[config.mk]
export PLATFORM = sky130hd
export DESIGN_NAME = ept_ctrl
export DESIGN_NICKNAME = d
export VERILOG_FILES = /design/src/rtl/ept_pkg.sv /design/src/rtl/ept_ctrl.sv
export SDC_FILE = /design/constraint.sdc
export NUM_CORES = 1
export LEC_CHECK = 0
export BUFFER_PORTS_ARGS = -buffer_cell sky130_fd_sc_hd__clkbuf_2
export CORE_AREA = 2 2 39 41
export CTS_CLUSTER_SIZE = 40
export DETAILED_ROUTE_END_ITERATION = 8
export DIE_AREA = 0 0 41 43
export SKIP_LAST_GASP = 1
export SLEW_MARGIN = 20
export SYNTH_ARGS = -nofsm -noshare
export SYNTH_HDL_FRONTEND = slang
export SYNTH_SLANG_ARGS = --single-unit
[constraint.sdc]
create_clock -name clk_i -period 3.74 [get_ports clk_i]
set_clock_uncertainty 0.05 [all_clocks]
set_input_delay 0.561 -clock clk_i [delete_from_list [all_inputs] [get_ports clk_i]]
set_output_delay 0.561 -clock clk_i [all_outputs]
set_load 0.005 [all_outputs]
[src/rtl/ept_pkg.sv]
// ----------------------------------------------------------------------------
// ept_pkg
// Shared widths, codes and control types of the encoder position and
// velocity tracker.
// ----------------------------------------------------------------------------
`default_nettype none

package ept_pkg;

  localparam int COUNTER_BITS = 16;
  localparam int CNT_W        = 16;
  localparam int WRAP_W       = 16;
  localparam int POS_W        = 32;
  localparam int CPR_W        = 18;
  localparam int RPC_W        = 32;
  localparam int ALPHA_W      = 17;
  localparam int ANG_W        = 25;
  localparam int VEL_W        = 32;
  localparam int CFG_IDX_W    = 2;
  localparam int CFG_DATA_W   = 32;

  localparam logic [CNT_W-1:0] CNT_MASK = (COUNTER_BITS >= CNT_W) ? {CNT_W{1'b1}} :
                                          CNT_W'((64'd1 << COUNTER_BITS) - 64'd1);

  localparam logic [CPR_W-1:0]   CPR_RESET   = 18'd1600;
  localparam logic [RPC_W-1:0]   RPC_RESET   = 32'd245760;
  localparam logic [ALPHA_W-1:0] ALPHA_RESET = 17'd19661;
  localparam logic [ALPHA_W-1:0] ALPHA_ONE   = 17'd65536;

  // 360 degrees in Q9.16
  localparam logic [ANG_W-1:0] DEG_SCALE = 25'd23592960;

  // shared divider: 43-bit dividend covers pin * DEG_SCALE
  localparam int DIV_W     = CPR_W + ANG_W;
  localparam int DIV_CNT_W = $clog2(DIV_W + 1);
  localparam logic [DIV_CNT_W-1:0] MOD_STEPS = DIV_CNT_W'(POS_W);
  localparam logic [DIV_CNT_W-1:0] ANG_STEPS = DIV_CNT_W'(DIV_W);

  // stream payloads
  localparam int IN_DATA_W  = 24;
  localparam int IN_USER_W  = 2;
  localparam int OUT_POS_LSB = 0;
  localparam int OUT_PIN_LSB = OUT_POS_LSB + POS_W;
  localparam int OUT_ANG_LSB = OUT_PIN_LSB + CPR_W;
  localparam int OUT_VF_LSB  = OUT_ANG_LSB + ANG_W;
  localparam int OUT_VR_LSB  = OUT_VF_LSB + VEL_W;
  localparam int OUT_REV_BIT = OUT_VR_LSB + VEL_W;
  localparam int OUT_USED_W  = OUT_REV_BIT + 1;
  localparam int OUT_DATA_W  = ((OUT_USED_W + 7) / 8) * 8;

  typedef enum logic [1:0] {
    MODE_WRAP  = 2'd0,
    MODE_READ  = 2'd1,
    MODE_VEL   = 2'd2,
    MODE_RESET = 2'd3
  } mode_e;

  typedef enum logic [CFG_IDX_W-1:0] {
    CFG_CPR   = 2'd0,
    CFG_RPC   = 2'd1,
    CFG_ALPHA = 2'd2
  } cfg_idx_e;

  typedef enum logic [3:0] {
    ST_IDLE,
    ST_VMUL,
    ST_VSAT,
    ST_VPROD,
    ST_VSUM,
    ST_MSTART,
    ST_MWAIT,
    ST_AMUL,
    ST_ASTART,
    ST_AWAIT,
    ST_DONE
  } state_e;

  typedef struct packed {
    logic accept;
    logic vel_mul;
    logic vel_sat;
    logic vel_prod;
    logic vel_sum;
    logic mod_start;
    logic mod_cap;
    logic ang_mul;
    logic ang_start;
    logic ang_cap;
    logic out_load;
  } ctrl_cmd_t;

  typedef struct packed {
    logic in_vel;
    logic cpr_zero;
    logic div_done;
    logic out_free;
  } dp_status_t;

endpackage

`default_nettype wire

[src/rtl/ept_ctrl.sv]
// ----------------------------------------------------------------------------
// ept_ctrl
// Sequencer of the tracker: accepts one event, steps the velocity filter
// on velocity samples, modulo and angle division if CPR is set, then output.
// ----------------------------------------------------------------------------
`default_nettype none

module ept_ctrl
  import ept_pkg::*;
(
  input  wire logic       clk_i,
  input  wire logic       rst_ni,
  input  wire logic       s_valid_i,
  input  wire dp_status_t status_i,
  output logic            s_ready_o,
  output ctrl_cmd_t       cmd_o
);

  state_e state_q, state_d;

  always_comb begin
    state_d = state_q;
    case (state_q)
      ST_IDLE: begin
        if (s_valid_i) begin
          state_d = status_i.in_vel ? ST_VMUL : ST_MSTART;
        end
      end
      ST_VMUL:   state_d = ST_VSAT;
      ST_VSAT:   state_d = ST_VPROD;
      ST_VPROD:  state_d = ST_VSUM;
      ST_VSUM:   state_d = ST_MSTART;
      ST_MSTART: state_d = status_i.cpr_zero ? ST_DONE : ST_MWAIT;
      ST_MWAIT: begin
        if (status_i.div_done) begin
          state_d = ST_AMUL;
        end
      end
      ST_AMUL:   state_d = ST_ASTART;
      ST_ASTART: state_d = ST_AWAIT;
      ST_AWAIT: begin
        if (status_i.div_done) begin
          state_d = ST_DONE;
        end
      end
      ST_DONE: begin
        if (status_i.out_free) begin
          state_d = ST_IDLE;
        end
      end
      default:   state_d = ST_IDLE;
    endcase
  end

  always_comb begin
    cmd_o           = '0;
    s_ready_o       = (state_q == ST_IDLE);
    cmd_o.accept    = (state_q == ST_IDLE) && s_valid_i;
    cmd_o.vel_mul   = (state_q == ST_VMUL);
    cmd_o.vel_sat   = (state_q == ST_VSAT);
    cmd_o.vel_prod  = (state_q == ST_VPROD);
    cmd_o.vel_sum   = (state_q == ST_VSUM);
    cmd_o.mod_start = (state_q == ST_MSTART) && !status_i.cpr_zero;
    cmd_o.mod_cap   = (state_q == ST_MWAIT) && status_i.div_done;
    cmd_o.ang_mul   = (state_q == ST_AMUL);
    cmd_o.ang_start = (state_q == ST_ASTART);
    cmd_o.ang_cap   = (state_q == ST_AWAIT) && status_i.div_done;
    cmd_o.out_load  = (state_q == ST_DONE) && status_i.out_free;
  end

  always_ff @(posedge clk_i or negedge rst_ni) begin
    if (!rst_ni) begin
      state_q <= ST_IDLE;
    end else begin
      state_q <= state_d;
    end
  end

endmodule

`default_nettype wire

# [Yosys cells after proc, flatten, opt, wreduce, memory -nomap -nowiden]
# Index checks and enable logic that the tools add are counted.
[word_totals] regBits=4 latch_bits=0 mem_bits_rw=0 rom_bits=0 input_bits=7 out_inout_bits=12 word_cells=30 memories=0
[op_classes] n_addsub=0 multipliers=0 div_mod_pow=0 order_cmp=0 eq_ne=14 shifts=0 muxes=7 n_bitwise=0 reduce_logical=8
[ops] op="$pmux W4 S11" n=1
[ops] op="$mux W4" n=5
[ops] op="$eq A4 B3 Y1 const B" n=4
[ops] op="$eq A4 B4 Y1 const B" n=3
[ops] op="$eq A4 B2 Y1 const B" n=2
[ops] op="$ne A2 B2 Y1 const B" n=4
[ops] op="$logic_and A1 B1 Y1" n=5
[ops] op="$eq A4 B1 Y1 const B" n=1
[ops] op="$logic_not A4 Y1" n=1
[ops] op="$reduce_and A4 Y1" n=1
[ops] op="$mux W3" n=1
[ops] op="$logic_not A1 Y1" n=1

# [Logic depth before layout (Yosys ltp)]
# Gate-level depths: netlist of the first run.
[depth] word_depth=3 ltp_mapped=5 ltp_nobuf=4

# [Least setup slack after synthesis of the first run]
# Ideal clock, no wire load.
[synth_timing] path_type="register to output" start="register state_q[3]" end="output port cmd_o[10] in the netlist's numbering" arrival_ns=1.102 t_required_ns=3.129 path_slack_ns=2.027 stages_incl_launch_ff=4 n_path_buf=1 path_cell_list="dfrtp_1 -> clkbuf_1 -> nor4_1 -> and2_1"
[synth_lines] element="from (decl)" line="ept_ctrl.sv:19" text="state_e state_q, state_d;"
[synth_lines] element="from (signal assigned)" line="ept_ctrl.sv:75" text="state_q <= state_d;"
[synth_lines] element="to (decl)" line="ept_ctrl.sv:16" text="output ctrl_cmd_t cmd_o"

==> results.sh, run 1 <==
export IMPL_std_cell_rows=14
export IMPL_area_delta_synth_final_pct=25.4
export IMPL_yosysTopAreaCell="dfrtp_1"
export IMPL_syn_area_um2=428
export IMPL_synth_cell_types=27
export IMPL_reg_largest_list="state_q: 4 flops"
export IMPL_hold_path_class="in -> async"
export IMPL_cap_violations=0
export IMPL_fin_crit_sh_pct=55.4
export IMPL_cts_resized=0
export IMPL_remaining_drc_errors=0
export IMPL_setup_tns_final_ns=0
export IMPL_timing_fmax_mhz=483
export IMPL_core_mm2=0.00138
export IMPL_ir_drop_v=0.000332
export IMPL_gr_usage_all_layers_pct=13.1
export IMPL_fin_util_pct=38.8
export IMPL_synth_seq_cells=4
export IMPL_max_slew_margin_pct=67.3
export IMPL_period_needed_ns=2.07
export IMPL_final_cell_mix="clkbuf_2 (18), nor3_1 (7), o21ai_0 (4), dfrtp_1 (4)"
export IMPL_fin_area_um2=537
export IMPL_grt_pass1_vias=377
export IMPL_portBuffers=18
export IMPL_synth_avg_cell_area_um2=8.56
export IMPL_placed_cells=80
export IMPL_status="finished clean"
export IMPL_setup_violations=0
export IMPL_place_worst_setup_slack_ns=1.91
export IMPL_die_h_um=43
export IMPL_die_w_um=41
export IMPL_cts_sinks=4
export IMPL_endpoint_kind="output port"
export IMPL_final_nets=76
export IMPL_synthCells=50
export IMPL_vias_per_cell=5.14
export IMPL_startpoint_type="flop"
export IMPL_ys_seq_area_share_pct=23.4
export IMPL_routed_wl_um=964
export IMPL_fp_dieArea_mm2=0.00176
export IMPL_p_per_area_mw_per_mm2=798
export IMPL_largest_reg_flops=4
export IMPL_drtIter0Drc=4
export IMPL_regMostFlops="state_q"
export IMPL_synth_area_leaders="dfrtp_1 (23%), nor3_1 (8.2%), mux2_4 (7.0%)"
export IMPL_cts_tree="yes"
export IMPL_r2r_slack_ns=2.01
export IMPL_diodes=0
export IMPL_rr_startpoint="state_q[3]"
export IMPL_cp_required_ns=3.13
export IMPL_boundaryPins=19
export IMPL_grt_overflow=0
export IMPL_finalHoldViolCount=0
export IMPL_clkTransAtPathRegs_ns=0.04
export IMPL_clk_path_buf_depth=2
export IMPL_grt_max_degree=16
export IMPL_ctsHtreeMaxLevel=1
export IMPL_cts_buffers=3
export IMPL_cts_setup_buffers=0
export IMPL_worst_pin_slew_ns=0.491
export IMPL_yosys_warnings=0
export IMPL_drv_slew=0
export IMPL_wire_per_inst_um=11.6
export IMPL_clock_root_buffer="clkbuf_4"
export IMPL_start_util_pct=30.9
export IMPL_leakage_nw=0.277
export IMPL_synth_top_cell_area_share_pct=23.4
export IMPL_finalNonFillerCells=83
export IMPL_power_mw=0.428
export IMPL_grt_pass1_wl_mm=1.57
export IMPL_hpwl_um=735
export IMPL_drive_gt1_share_pct=40.3
export IMPL_placed_area_um2=514
export IMPL_holdBufCountCts=0
export IMPL_layout_commonest_cell="clkbuf_2"
export IMPL_path_class="reg -> out"
export IMPL_startpoint="state_q[0]"
export IMPL_hold_slack_ns=0.0811
export IMPL_antenna_left=0
export IMPL_n_fill_cell=141
export IMPL_rsz0062_at_grt="no"
export IMPL_vias=427
export IMPL_syn_nets=57
export IMPL_globalplace_congestion=0.707
export IMPL_arrival_ns=1.46
export IMPL_first_pass_iters=3
export IMPL_antenna_found_initial=0
export IMPL_crit_path_max_fanout=11
export IMPL_clock_latency_ns=0.23
export IMPL_setup_ws_ns=1.67
==> power by group <==
part           total (mW)  internal (mW)  leakage, nW  switching, mW
Sequential          0.136         0.0637       0.0493         0.0727
Combinational       0.241          0.137        0.213          0.104
Clock              0.0506         0.0357       0.0138         0.0149
Total               0.428          0.237        0.277          0.192
==> cell type report <==
type / count / area, µm² / area share [%]
well taps: 16 / 20.0 / 3.73
clock buffers: 3 / 22.5 / 4.20
repair buffers: 18 / 90.1 / 16.8
multi-input cells: 39 / 293 / 54.5
flip-flops and latches: 4 / 100 / 18.6
inverters: 3 / 11.3 / 2.10
==> routing by layer <==
metal | GRT usage [%] | part of all wire [%] | wire [µm] | up-vias
met5 | 0 | 0 | 0 | -
met4 | 6.00 | 0 | 0 | 0
met2 | 19.7 | 54 | 518 | 5
li1 | - | - | - | 217
met1 | 16.9 | 44 | 426 | 205
met3 | 3.14 | 2.0 | 19 | 0
==> worst paths after layout <==
path / to / cells after the start
worst min register to register: state_q[0] / 2
worst min-delay path: state_q[0] / 1
max in group asynchronous: state_q[2] / 1
worst max register to register: state_q[3] / 4
min in group clk_i: state_q[0] / 3
worst max-delay path: cmd_o[8] / 3
==> synthesized netlist by cell type (all sizes together) <==
cell and count:
o32ai 1, nand2b 3, a31oi 1, mux2 3, nor4 1, nor2 2, dfrtp 4, nor3 7
inv 3, nor3b 1, and2b 3, mux2i 1, nand2 2, o21ai 4, clkbuf 1, buf 3
a22oi 1, a21oi 1, o22ai 1, and2 1, a22o 1, and3 2, o21bai 1, nor2b 2
==> worst max-delay path: stages, from the launching register on <==
cell      delay [ns]
dfrtp_1         0.51
and2b_1         0.36
nor3b_1         0.22
clkbuf_2        0.15
==> cells by family after synthesis <==
family | after synthesis | synth area share, %
AO/OA/AOI/OAI | 11 | 24.0
buffers and inverters | 7 | 8.18
flip-flops | 4 | 23.4
multiplexers | 4 | 12.0
AND/OR/NAND/NOR | 24 | 32.5
Power figures use the tool's default switching activity.
==> run 2, diff against run 1 <==
==> constraint.sdc (replaced) <==
create_clock -name clk_i -period 2 [get_ports clk_i]
set_clock_uncertainty 0.05 [all_clocks]
set_input_delay 0.3 -clock clk_i [delete_from_list [all_inputs] [get_ports clk_i]]
set_output_delay 0.3 -clock clk_i [all_outputs]
set_load 0.005 [all_outputs]
==> run 2 against run 1 <==
Flip-flop and latch count unchanged; largest cell class unchanged; total power increased by 93%; largest power group unchanged; global-route usage decreased by 0.72 points.
==> results.sh, run 2 (synthesis results as in run 1) <==
export IMPL_diodes=0
export IMPL_startpoint_type="flop"
export IMPL_die_w_um=41
export IMPL_grt_overflow=0
export IMPL_n_fill_cell=144
export IMPL_grt_max_degree=16
export IMPL_place_worst_setup_slack_ns=0.332
export IMPL_layout_commonest_cell="clkbuf_2"
export IMPL_largest_reg_flops=4
export IMPL_fin_crit_sh_pct=91.0
export IMPL_r2r_cells=4
export IMPL_grt_pass1_wl_mm=1.49
export IMPL_fin_area_um2=554
export IMPL_cap_violations=0
export IMPL_reg_largest_list="state_q: 4 flops"
export IMPL_final_cell_mix="clkbuf_2 (18), nor3_1 (7), o21ai_0 (4), dfrtp_1 (4)"
export IMPL_status="finished clean"
export IMPL_leakage_nw=0.286
export IMPL_setup_tns_final_ns=0
export IMPL_hold_path_class="in -> async"
export IMPL_core_mm2=0.00138
export IMPL_hold_slack_ns=0.349
export IMPL_cts_setup_buffers=0
export IMPL_critPathSlowestCell="dfrtp_1"
export IMPL_gr_usage_all_layers_pct=12.4
export IMPL_period_needed_ns=1.82
export IMPL_hpwl_um=722
export IMPL_antenna_left=0
export IMPL_timing_fmax_mhz=550
export IMPL_worst_pin_slew_ns=0.402
export IMPL_cp_num_buf_inv=1
export IMPL_cts_sinks=4
export IMPL_final_nets=78
export IMPL_crit_path_max_fanout=11
export IMPL_clock_latency_ns=0.24
export IMPL_holdBufCountCts=1
export IMPL_arrival_ns=1.47
export IMPL_first_pass_iters=4
export IMPL_start_util_pct=30.9
export IMPL_p_per_area_mw_per_mm2=1490
export IMPL_antenna_found_initial=0
export IMPL_portBuffers=18
export IMPL_finalHoldViolCount=0
export IMPL_globalplace_congestion=0.775
export IMPL_setup_ws_ns=0.180
export IMPL_vias=419
export IMPL_std_cell_rows=14
export IMPL_cts_buffers=3
export IMPL_cts_resized=0
export IMPL_drv_slew=0
export IMPL_fp_dieArea_mm2=0.00176
export IMPL_ctsHtreeMaxLevel=1
export IMPL_multi_input_area_um2=293
export IMPL_vias_per_cell=4.93
export IMPL_area_delta_synth_final_pct=29.5
export IMPL_remaining_drc_errors=0
export IMPL_setup_violations=0
export IMPL_clk_path_buf_depth=2
export IMPL_cp_required_ns=1.65
export IMPL_cpPeakStageDelay_ns=0.50
export IMPL_placed_area_um2=522
export IMPL_routed_wl_um=979
export IMPL_rsz0062_at_grt="no"
export IMPL_wire_per_inst_um=11.5
export IMPL_drtIter0Drc=2
export IMPL_cts_tree="yes"
export IMPL_grt_pass1_vias=370
export IMPL_clkTransAtPathRegs_ns=0.04
export IMPL_drive_gt1_share_pct=40.6
export IMPL_seqCellArea_um2=100
export IMPL_clock_root_buffer="clkbuf_4"
export IMPL_regMostFlops="state_q"
export IMPL_max_slew_margin_pct=73.2
export IMPL_critPathTopFamily="simple AND/OR/NAND/NOR gates"
export IMPL_die_h_um=43
export IMPL_endpoint_kind="output port"
export IMPL_path_depth=3
export IMPL_path_class="reg -> out"
export IMPL_ir_drop_v=0.000421
export IMPL_boundaryPins=19
export IMPL_power_mw=0.826
export IMPL_crit_chain="and2b_1 -> nor3b_1 -> clkbuf_2"
==> run 2: changes by cell type in the layout (fill, tap and decap cells not counted), sizes merged <==
cell / change
dlygate4sd3: +1
buf: +1
==> run 2: layout make-up <==
type                       count  share of cell area, %
multi-input combinational     39                   52.8
timing repair buffer          20                   19.4
sequential                     4                   18.1
clock buffer                   3                   4.06
tap                           16                   3.61
inverter                       3                   2.03
==> run 2: metal layers <==
| layer | vias to the layer above | global-route usage (%) | share of wire, % |
|---|---|---|---|
| li1 | 215 | - | - |
| met1 | 195 | 14.6 | 46 |
| met2 | 7 | 18.8 | 49 |
| met3 | 2 | 1.57 | 2.0 |
| met4 | 0 | 10.0 | 1.9 |
| met5 | - | 0 | 0 |
==> run 2: worst register-to-register path: stages (launching register included) <==
cell     delay, ns
dfrtp_1       0.58
nor2b_1       0.30
a22oi_4       0.12
o32ai_4       0.19
mux2_4        0.33
==> run 2: per-stage QoR <==
stage / instances / utilization [%]
final: 85 / 40.1
after global routing: 85 / 40.1
after CTS: 85 / 40.1
after detailed placement: 81 / 37.7
after global placement: 81 / 37.7
after floorplan: 50 / -
==> run 2: final timing paths <==
| check | end | start | slack, ns |
|---|---|---|---|
| max | cmd_o[8] | state_q[0] | 0.18 |
| min | state_q[3] | rst_ni | 0.35 |
| max reg2reg | state_q[2] | state_q[3] | 0.31 |
| min reg2reg | state_q[0] | state_q[0] | 0.75 |
| max in group asynchronous | state_q[2] | rst_ni | 1.42 |
| min in group clk_i | state_q[1] | status_i[0] | 0.41 |
==> run 2: report_power, final <==
part	switching (mW)	internal, mW	leakage, nW
Sequential	0.110	0.120	0.0493
Combinational	0.222	0.270	0.222
Clock	0.0372	0.0674	0.0138
==> run 3, diff against run 2 <==
==> constraint.sdc (replaced) <==
create_clock -name clk_i -period 1.7 [get_ports clk_i]
set_clock_uncertainty 0.05 [all_clocks]
set_input_delay 0.255 -clock clk_i [delete_from_list [all_inputs] [get_ports clk_i]]
set_output_delay 0.255 -clock clk_i [all_outputs]
set_load 0.005 [all_outputs]
==> run 3 against run 2 <==
Via count increased by 7.4%; sequential power fell by 12%; total power increased by 35%; clock-buffer cell count did not move; routed wire length increased by 0.61%; register-to-register slack worse by 0.22 ns; largest power group unchanged.
==> results.sh, run 3 (synthesis results as in run 1) <==
export IMPL_final_cell_mix="clkbuf_2 (19), nor3_1 (7), buf_4 (6)"
export IMPL_hold_slack_ns=0.305
export IMPL_die_h_um=43
export IMPL_gr_usage_all_layers_pct=12.6
export IMPL_remaining_drc_errors=0
export IMPL_setup_tns_final_ns=0
export IMPL_clock_latency_ns=0.23
export IMPL_path_class="reg -> out"
export IMPL_clkTransAtPathRegs_ns=0.04
export IMPL_gr_usage_met1_pct=15.0
export IMPL_endpoint_kind="output port"
export IMPL_diodes=0
export IMPL_cap_violations=0
export IMPL_antenna_found_initial=0
export IMPL_timing_fmax_mhz=617
export IMPL_r2r_end="state_q[3]"
export IMPL_layout_commonest_cell="clkbuf_2"
export IMPL_drv_slew=0
export IMPL_die_w_um=41
export IMPL_area_delta_synth_final_pct=46.8
export IMPL_startpoint="state_q[1]"
export IMPL_n_fill_cell=140
export IMPL_start_util_pct=30.9
export IMPL_finalNonFillerCells=92
export IMPL_core_mm2=0.00138
export IMPL_clock_root_buffer="clkbuf_4"
export IMPL_std_cell_rows=14
export IMPL_finalHoldViolCount=0
export IMPL_grt_pass1_wl_mm=1.50
export IMPL_rr_startpoint="state_q[1]"
export IMPL_internal_power_mw=0.645
export IMPL_r2r_slack_ns=0.09
export IMPL_seqPwrFrac_pct=18.1
export IMPL_fp_dieArea_mm2=0.00176
export IMPL_crit_path_max_fanout=10
export IMPL_max_slew_margin_pct=79.8
export IMPL_clk_path_buf_depth=2
export IMPL_placed_cells=85
export IMPL_antenna_left=0
export IMPL_switching_share_pct=42.2
export IMPL_ctsHtreeMaxLevel=1
export IMPL_leakage_nw=0.321
export IMPL_fin_util_pct=45.4
export IMPL_ir_drop_v=0.000603
export IMPL_worst_pin_slew_ns=0.303
export IMPL_use_met3_pct=3.14
export IMPL_p_switching_mw=0.471
export IMPL_portBuffers=18
export IMPL_gr_max_usage_layer="met2"
export IMPL_crit_end="cmd_o[10]"
export IMPL_setup_violations=0
export IMPL_regMostFlops="state_q"
export IMPL_globalplace_congestion=0.688
export IMPL_drtIter0Drc=2
export IMPL_hpwl_um=745
export IMPL_cts_sinks=4
export IMPL_startpoint_type="flop"
export IMPL_largest_reg_flops=4
export IMPL_final_nets=85
export IMPL_p_per_area_mw_per_mm2=1780
export IMPL_vias_per_cell=4.89
export IMPL_wire_per_inst_um=10.7
export IMPL_arrival_ns=1.32
export IMPL_place_worst_setup_slack_ns=0.112
export IMPL_grt_max_degree=12
export IMPL_routed_wl_um=985
export IMPL_first_pass_iters=4
export IMPL_grt_pass1_vias=379
export IMPL_status="finished clean"
export IMPL_hold_path_class="in -> async"
export IMPL_period_needed_ns=1.62
export IMPL_clockPowerShare_pct=10.4
export IMPL_cp_required_ns=1.39
export IMPL_r2r_cells=5
export IMPL_grt_use_met2_pct=19.1
export IMPL_cts_buffers=3
export IMPL_combPwrFrac_pct=71.5
export IMPL_vias=450
export IMPL_grt_overflow=0
export IMPL_setup_ws_ns=0.0795
export IMPL_boundaryPins=19
export IMPL_rsz0062_at_grt="no"
export IMPL_reg_largest_list="state_q: 4 flops"
export IMPL_drive_gt1_share_pct=51.3
export IMPL_cts_tree="yes"
export IMPL_fin_crit_sh_pct=95.3
[run 3: how the worst min path moves through the flow]
stage,cells after the start,to
detailed placement,1,state_q[1]
CTS,2,state_q[2]
floorplan,0,state_q[0]
global route,2,state_q[3]
global placement,1,state_q[1]
finish,2,state_q[2]
[run 3: critical path, stage by stage, from the launching register on]
cell and delay, ns:
dfrtp_1 0.40, buf_6 0.16, nor4_4 0.27, and2_1 0.15, clkbuf_2 0.10
[run 3: metal layers]
layer	share of wire [%]	vias up
met1	43	208
met5	0	-
li1	-	233
met2	53	7
met3	2.3	2
met4	1.4	0
[run 3: stage by stage]
step           area (µm²)  power, mW
5_1_grt               628       1.21
2_1_floorplan         428      0.718
6_report              628       1.12
3_5_place_dp          552      0.910
4_1_cts               591       1.05
3_3_place_gp          552      0.913
[run 3: cell type report]
cell class / count / area (µm²) / share of cell area [%]
multi-input combinational: 39 / 310 / 49.4
timing repair buffer: 27 / 161 / 25.7
sequential: 4 / 103 / 16.3
clock buffer: 3 / 22.5 / 3.59
tap: 16 / 20.0 / 3.19
inverter: 3 / 11.3 / 1.79
[run 3: timing repair]
item                       in CTS  in global routing
resized for setup               1                  6
setup endpoints to repair       1                  6
hold endpoints to repair        4                  0
hold buffers                    1                  0
setup buffers                   0                  3
[run 3: power groups by stage]
| stage | logic (mW) | registers [mW] | clock network [mW] |
|---|---|---|---|
| after floorplan | 0.538 | 0.180 | 0 |
| after global placement | 0.717 | 0.196 | 0 |
| after detailed placement | 0.714 | 0.197 | 0 |
| after CTS | 0.730 | 0.198 | 0.121 |
| after global routing | 0.878 | 0.210 | 0.126 |
| final | 0.798 | 0.202 | 0.116 |
